`src/rtl/wtmv_pkg.sv`:
```
package wtmv_pkg;

  // Map store geometry
  localparam int MAP_MAX_SIDE = 64;
  localparam int SIDE_W       = $clog2(MAP_MAX_SIDE);
  localparam int ADDR_W       = 2 * SIDE_W;
  localparam int MEM_DEPTH    = MAP_MAX_SIDE * MAP_MAX_SIDE;

  // Visible window
  localparam int VIEW_COLS = 20;
  localparam int VIEW_ROWS = 16;
  localparam int COL_W     = (VIEW_COLS > 1) ? $clog2(VIEW_COLS) : 1;

  localparam int KIND_OFFSET = 11;
  localparam int VEL_LIMIT   = 3;
  localparam int VEL_W       = 3;

  // Configuration
  localparam int CFG_IDX_W  = 2;
  localparam int CFG_DATA_W = 7;
  localparam int SIZE_W     = 7;
  localparam int SIZE_RESET = 20;

  localparam logic [CFG_IDX_W-1:0] REG_MAP_WIDTH  = CFG_IDX_W'(0);
  localparam logic [CFG_IDX_W-1:0] REG_MAP_HEIGHT = CFG_IDX_W'(1);

  // Remainder unit: dividend covers camera + velocity + 3 * size
  localparam int DIV_W = 9;
  localparam int CNT_W = $clog2(DIV_W + 1);

  // Command codes
  localparam logic [1:0] CMD_WRITE = 2'd0;
  localparam logic [1:0] CMD_KEY   = 2'd1;
  localparam logic [1:0] CMD_TICK  = 2'd2;
  localparam logic [1:0] CMD_EMIT  = 2'd3;

  // Key codes
  localparam logic [1:0] KEY_UP    = 2'd0;
  localparam logic [1:0] KEY_DOWN  = 2'd1;
  localparam logic [1:0] KEY_LEFT  = 2'd2;
  localparam logic [1:0] KEY_RIGHT = 2'd3;

  typedef struct packed {
    logic [1:0] cmd;
    logic [5:0] cell_x;
    logic [5:0] cell_y;
    logic [2:0] resource_kind;
    logic [1:0] key_code;
    logic       key_down;
    logic [3:0] screen_row;
  } in_t;

  typedef struct packed {
    logic [4:0] tile_code;
    logic [4:0] screen_col;
    logic [5:0] camera_x;
    logic [5:0] camera_y;
    logic       last;
  } out_t;

endpackage

```
`src/rtl/wtmv_rem.sv`:
```
module wtmv_rem (
  input  logic                       clk_i,
  input  logic                       rst_ni,
  input  logic                       start_i,
  input  logic [wtmv_pkg::DIV_W-1:0]  dividend_i,
  input  logic [wtmv_pkg::SIZE_W-1:0] divisor_i,
  output logic                       done_o,
  output logic [wtmv_pkg::SIDE_W-1:0] rem_o
);
  import wtmv_pkg::*;

  logic [DIV_W-1:0]  shift_q, shift_d;
  logic [SIDE_W-1:0] part_q, part_d;
  logic [SIZE_W-1:0] div_q, div_d;
  logic [CNT_W-1:0]  cnt_q, cnt_d;
  logic              done_q, done_d;
  logic [SIDE_W:0]   trial;

  // Restoring remainder, one dividend bit a cycle
  always_comb begin
    shift_d = shift_q;
    part_d  = part_q;
    div_d   = div_q;
    cnt_d   = cnt_q;
    done_d  = 1'b0;
    trial   = {part_q, shift_q[DIV_W-1]};
    if (start_i) begin
      shift_d = dividend_i;
      part_d  = '0;
      div_d   = divisor_i;
      cnt_d   = CNT_W'(DIV_W);
    end else if (cnt_q != '0) begin
      shift_d = {shift_q[DIV_W-2:0], 1'b0};
      if (trial >= div_q) begin
        part_d = SIDE_W'(trial - div_q);
      end else begin
        part_d = SIDE_W'(trial);
      end
      cnt_d  = cnt_q - CNT_W'(1);
      done_d = (cnt_q == CNT_W'(1));
    end
  end

  always_ff @(posedge clk_i or negedge rst_ni) begin
    if (!rst_ni) begin
      cnt_q  <= '0;
      done_q <= 1'b0;
    end else begin
      cnt_q  <= cnt_d;
      done_q <= done_d;
    end
  end

  always_ff @(posedge clk_i) begin
    shift_q <= shift_d;
    part_q  <= part_d;
    div_q   <= div_d;
  end

  assign done_o = done_q;
  assign rem_o  = part_q;

endmodule

```
`config.mk`:
```
export PLATFORM = sky130hd
export DESIGN_NAME = wtmv_rem
export DESIGN_NICKNAME = d
export VERILOG_FILES = /design/src/rtl/wtmv_pkg.sv /design/src/rtl/wtmv_rem.sv
export SDC_FILE = /design/constraint.sdc
export NUM_CORES = 1
export LEC_CHECK = 0
export BUFFER_PORTS_ARGS = -buffer_cell sky130_fd_sc_hd__clkbuf_2
export CORE_UTILIZATION = 30
export CTS_BUF_LIST = sky130_fd_sc_hd__clkbuf_4 sky130_fd_sc_hd__clkbuf_8
export DETAILED_ROUTE_END_ITERATION = 10
export PLACE_DENSITY_LB_ADDON = 0.08
export SYNTH_ARGS = -nofsm -noshare
export SYNTH_HDL_FRONTEND = slang
export SYNTH_SLANG_ARGS = --single-unit
```
`constraint.sdc`:
```
create_clock -name clk_i -period 1.98 [get_ports clk_i]
set_input_delay 0.297 -clock clk_i [delete_from_list [all_inputs] [get_ports clk_i]]
set_output_delay 0.297 -clock clk_i [all_outputs]
set_load 0.02 [all_outputs]
```
Word-level counts from Yosys, hierarchy flattened
Cells that the tools add are included.
Word-level totals
  bits in registers: 27
  bits of input ports: 19
  output and inout bits: 7
Cells by class
  add/sub/neg operators: 2
  order comparisons: 1
  equal/unequal tests: 1
  muxes and demuxes: 7
  reductions and logical operators: 2
Operators by type and width (count)
  two-way mux 9 bit: 2
  two-way mux 4 bit: 2
  greater-or-equal comparator 7 bit: 1
  two-way mux 6 bit: 1
  subtractor 6 bit: 1
  equality test 4 x 1 -> 1 bit (second input constant): 1
  nonzero test 4 bit: 1
  subtractor 4 x 1 -> 4 bit (second input constant): 1
  two-way mux 1 bit: 2
  nonzero test 2 bit: 1

Longest topological paths before layout
  word-level depth: 3
  mapped depth: 8

Worst setup path after synthesis
No wires, ideal clock.
  path type: reg2reg
  start point: register part_q[0], in the netlist rem_o[0]
  end point: register part_q[4], in the netlist rem_o[4]
  arrival: 1.727 ns
  setup slack: 0.167 ns
  cell stages (with the launch flop): 8
  buffers on the path: 0
  period minus slack after synthesis: 1.813 ns
  cells stage by stage: dfxtp_1 -> inv_1 -> fa_1 -> nand2b_1 -> a21oi_1 -> xor2_1 -> mux2i_1 -> a211oi_1
Between the ends
  longest elaborated chain between the ends: 2
  elaborated cells on any way between the ends: 3
RTL lines
  from (decl): line wtmv_rem.sv:13  | logic [SIDE_W-1:0] part_q, part_d;
  from (signal assigned): line wtmv_rem.sv:56  | part_q <= part_d;
  subtractor 6 bit or greater-or-equal comparator 7 bit (tied branches): line wtmv_rem.sv:35, wtmv_rem.sv:34
  two-way mux 6 bit *: line wtmv_rem.sv:34  | if (trial >= div_q) begin
Every way passes the cells marked *; elsewhere a longest branch is shown, timed or not.
A chain may end at the register's enable or synchronous reset.

Worst setup path after layout
  start point: register div_q[0]
  end point: register part_q[4], in the netlist rem_o[4]
Between the ends
  longest elaborated chain between the ends: 2
  elaborated cells on any way between the ends: 3
RTL lines
  from (decl): line wtmv_rem.sv:14  | logic [SIZE_W-1:0] div_q, div_d;
  from (signal assigned): line wtmv_rem.sv:57  | div_q <= div_d;
  subtractor 6 bit or greater-or-equal comparator 7 bit (tied branches): line wtmv_rem.sv:35, wtmv_rem.sv:34
  two-way mux 6 bit *: line wtmv_rem.sv:34
Marks and branches as above.

==> flow_metrics.py <==
metrics = {
    "outcome": {
        "status": "complete, no violations",
    },
    "cells_and_area": {
        "antenna_cells": 0,
        "layout-drive-gt1-share_pct": 28.7,
        "areaGrowthSynthToFinish_pct": 17.2,
        "fin_cells": 209,
        "num-nets-final": 189,
    },
    "clock_network": {
        "cts_tree": "done",
        "clockRootBuffer": "clkbuf_8",
        "cts_sinks": 27,
        "cts_setup_buffers": 0,
        "clk_pin_slew_ns": 0.09,
        "ctsResizeCount": 0,
        "cts_htree_levels": 1,
        "ctsHoldBuffers": 1,
        "cts_buffers": 3,
        "clockBufferDepth": 2,
        "worst_skew_pair.late_latency_ns": 0.27,
    },
    "worst_setup_path": {
        "critPathTopFamily": "adder cells",
        "crit_slowest_cell": "edfxtp_1",
        "critical_path.max_stage_delay_ns": 0.40,
        "crit_path_end_kind": "flip-flop",
        "crit_path_start_kind": "flip-flop",
        "crit_type": "flip-flop to flip-flop",
        "r2r-start": "div_q[0]",
        "crit_cells": 7,
        "worst-path-buf-inv": 0,
        "r2r_end": "rem_o[4]",
        "cp_cell_sequence": "ha_1, fa_1, nand2b_1, a21oi_1, xor2_1, mux2i_1, a211oi_1",
        "crit_end": "rem_o[4]",
        "rrSetupSlack_ns": 0.13,
        "worstSetupStartpoint": "div_q[0]",
        "arrival_ns": 2.04,
        "crit_path_max_fanout": 2,
        "r2r_cells": 7,
        "worstPathRequired_ns": 2.17,
    },
    "timing": {
        "whs_ns": 0.196,
        "timing.fmax_ghz": 0.541,
        "hold_viol": 0,
        "clock_skew_ns": 0.00445,
        "worst_slew_pin_slew_ns": 0.449,
        "rsz0062_at_grt": "false",
        "final.min_clock_period_ns": 1.85,
        "finalSetupViolCount": 0,
        "max_slew_margin_pct": 70.1,
        "fin_setup_tns_ns": 0,
        "report.final.slew_viol_count": 0,
        "period_share_pct": 93.3,
    },
    "synthesis": {
        "synth.ff_latch_count": 27,
        "syn_area_mm2": 0.00145,
        "async_flop_share_pct": 18.5,
        "synth-seq-area-share_pct": 49.9,
        "ys_top_cells_by_area": "edfxtp_1 33%, ha_1 9.5%, dfrtp_1 8.6%, dfxtp_1 8.3%, mux2_2 6.2%",
        "yosys.area.top_type": "edfxtp_1",
        "synth_edf_count": 16,
        "syn-num-nets": 160,
        "yosysTopAreaCellShare_pct": 33.0,
        "synth_area_per_cell_um2": 11.3,
        "ys_warn_count": 0,
        "netlist_instances": 129,
        "synth_ff_type": "edfxtp_1",
        "synthDistinctLibCells": 35,
    },
    "detailed_routing": {
        "wl_um": 2800,
        "drc": 0,
        "drt_pass1_iterations": 2,
        "wl_per_cell_um": 13.4,
        "post_drt_via_cell_ratio": 4.71,
        "via_count": 985,
        "ant_nets": 0,
        "drtIter0Drc": 53,
    },
    "global_routing": {
        "first_global_vias": 995,
        "grt-ovfl-total": 0,
        "antenna_found_initial": 0,
        "grt_pass1_wl_um": 4720,
        "grt_use_total_pct": 11.8,
        "grt_max_degree": 16,
    },
    "floorplan": {
        "die_area_mm2": 0.00513,
        "ios": 26,
        "die_y_um": 71.6,
        "core.rowCount": 24,
        "initial_utilization_pct": 32.3,
        "die_x_um": 71.6,
        "core_area_mm2": 0.00450,
    },
    "power": {
        "total_power_uw": 1690,
        "power_density_mw_per_mm2": 992,
        "irDropWorstVdd_uv": 357,
        "leakage_uw": 0.000773,
    },
    "placement": {
        "gp_congestion": 0.791,
        "port-buffer-count": 25,
        "place_inst": 204,
        "dp_hpwl_um": 2110,
    },
    "min_path": {
        "hp-class": "primary input to flip-flop",
    },
    "flow_run": {
        "cap_violations": 0,
    },
}
[state kept, by name, summed over array words and instances, names as in the netlist]
signal	cells
cnt_q	4
div_q	7
done_o	1
rem_o	6
shift_q	9
[stage by stage]
step	cell area [um2]	utilization, %	setup slack [ns]
final	1700	37.8	0.132
after global routing	1700	37.8	0.0407
after CTS	1700	37.8	0.113
after detailed placement	1650	36.5	0.128
after global placement	1650	36.5	0.163
after floorplan	1450	-	0.167
[power by group]
| group | internal, uW | total (uW) | switching, uW |
|---|---|---|---|
| combinational | 269 | 612 | 343 |
| sequential | 691 | 752 | 61.3 |
| clock | 158 | 326 | 168 |
[cells in the final DEF, fill, tap and decap left out, drive strengths merged, types with 6 or more instances in the layout]
master,Yosys,final
a21oi,8,8
clkbuf,3,29
dfxtp,6,6
edfxtp,16,16
ha,11,11
inv,11,11
mux2,8,8
nor2,12,12
nor3,6,6
[cell type report]
class / count / area [um2]
Inverter: 11 / 41.3
Clock buffer: 4 / 48.8
Fill cell: 459 / 2800
Sequential cell: 27 / 726
Tap cell: 52 / 65.1
Multi-Input combinational cell: 86 / 666
Timing Repair Buffer: 29 / 158
[cell usage after synthesis, types with 2 or more instances]
library cell / count
edfxtp_1: 16
nor2_1: 12
ha_1: 11
inv_1: 11
mux2_2: 8
a21oi_1: 6
dfxtp_1: 6
nor3_1: 6
a211oi_1: 5
dfrtp_1: 5
nand2_1: 5
mux2i_1: 4
nand2b_1: 4
clkbuf_1: 3
xnor2_1: 3
and2_1: 2
buf_2: 2
nor2b_1: 2
xor2_1: 2
[per-layer routing]
| metal | wire length, um | GRT usage (%) |
|---|---|---|
| met1 | 1370 | 16.6 |
| met2 | 1340 | 18.6 |
| met3 | 67 | 2.11 |
| met4 | 23 | 3.27 |
| met5 | 0 | 0 |
[worst min-delay path by stage]
| stage | slack, ns | cells past startpoint | from | end |
|---|---|---|---|---|
| 6_report | 0.20 | 1 | divisor_i[2] | div_q[2] |
| 5_1_grt | 0.18 | 1 | divisor_i[0] | div_q[0] |
| 4_1_cts | 0.19 | 1 | divisor_i[2] | div_q[2] |
| 2_1_floorplan | 0.001 | 0 | rst_ni | cnt_q[0] |
| 3_5_place_dp | 0.13 | 1 | rst_ni | done_o |
| 3_3_place_gp | 0.12 | 1 | rst_ni | cnt_q[3] |
[logic make-up (layout without fill, tap and decap cells)]
kind of cell	count (synthesis)	after routing	synth area share (%)
adder cells (fa/ha/maj)	12	12	10.8
buffers and inverters	16	44	4.30
XOR/XNOR	5	5	3.01
multiplexers	12	12	8.95
AND/OR/NAND/NOR	36	36	12.2
AO/OA/AOI/OAI	21	21	10.8
flip-flops	27	27	49.9
No activity file was read; power rests on OpenSTA's default activity.
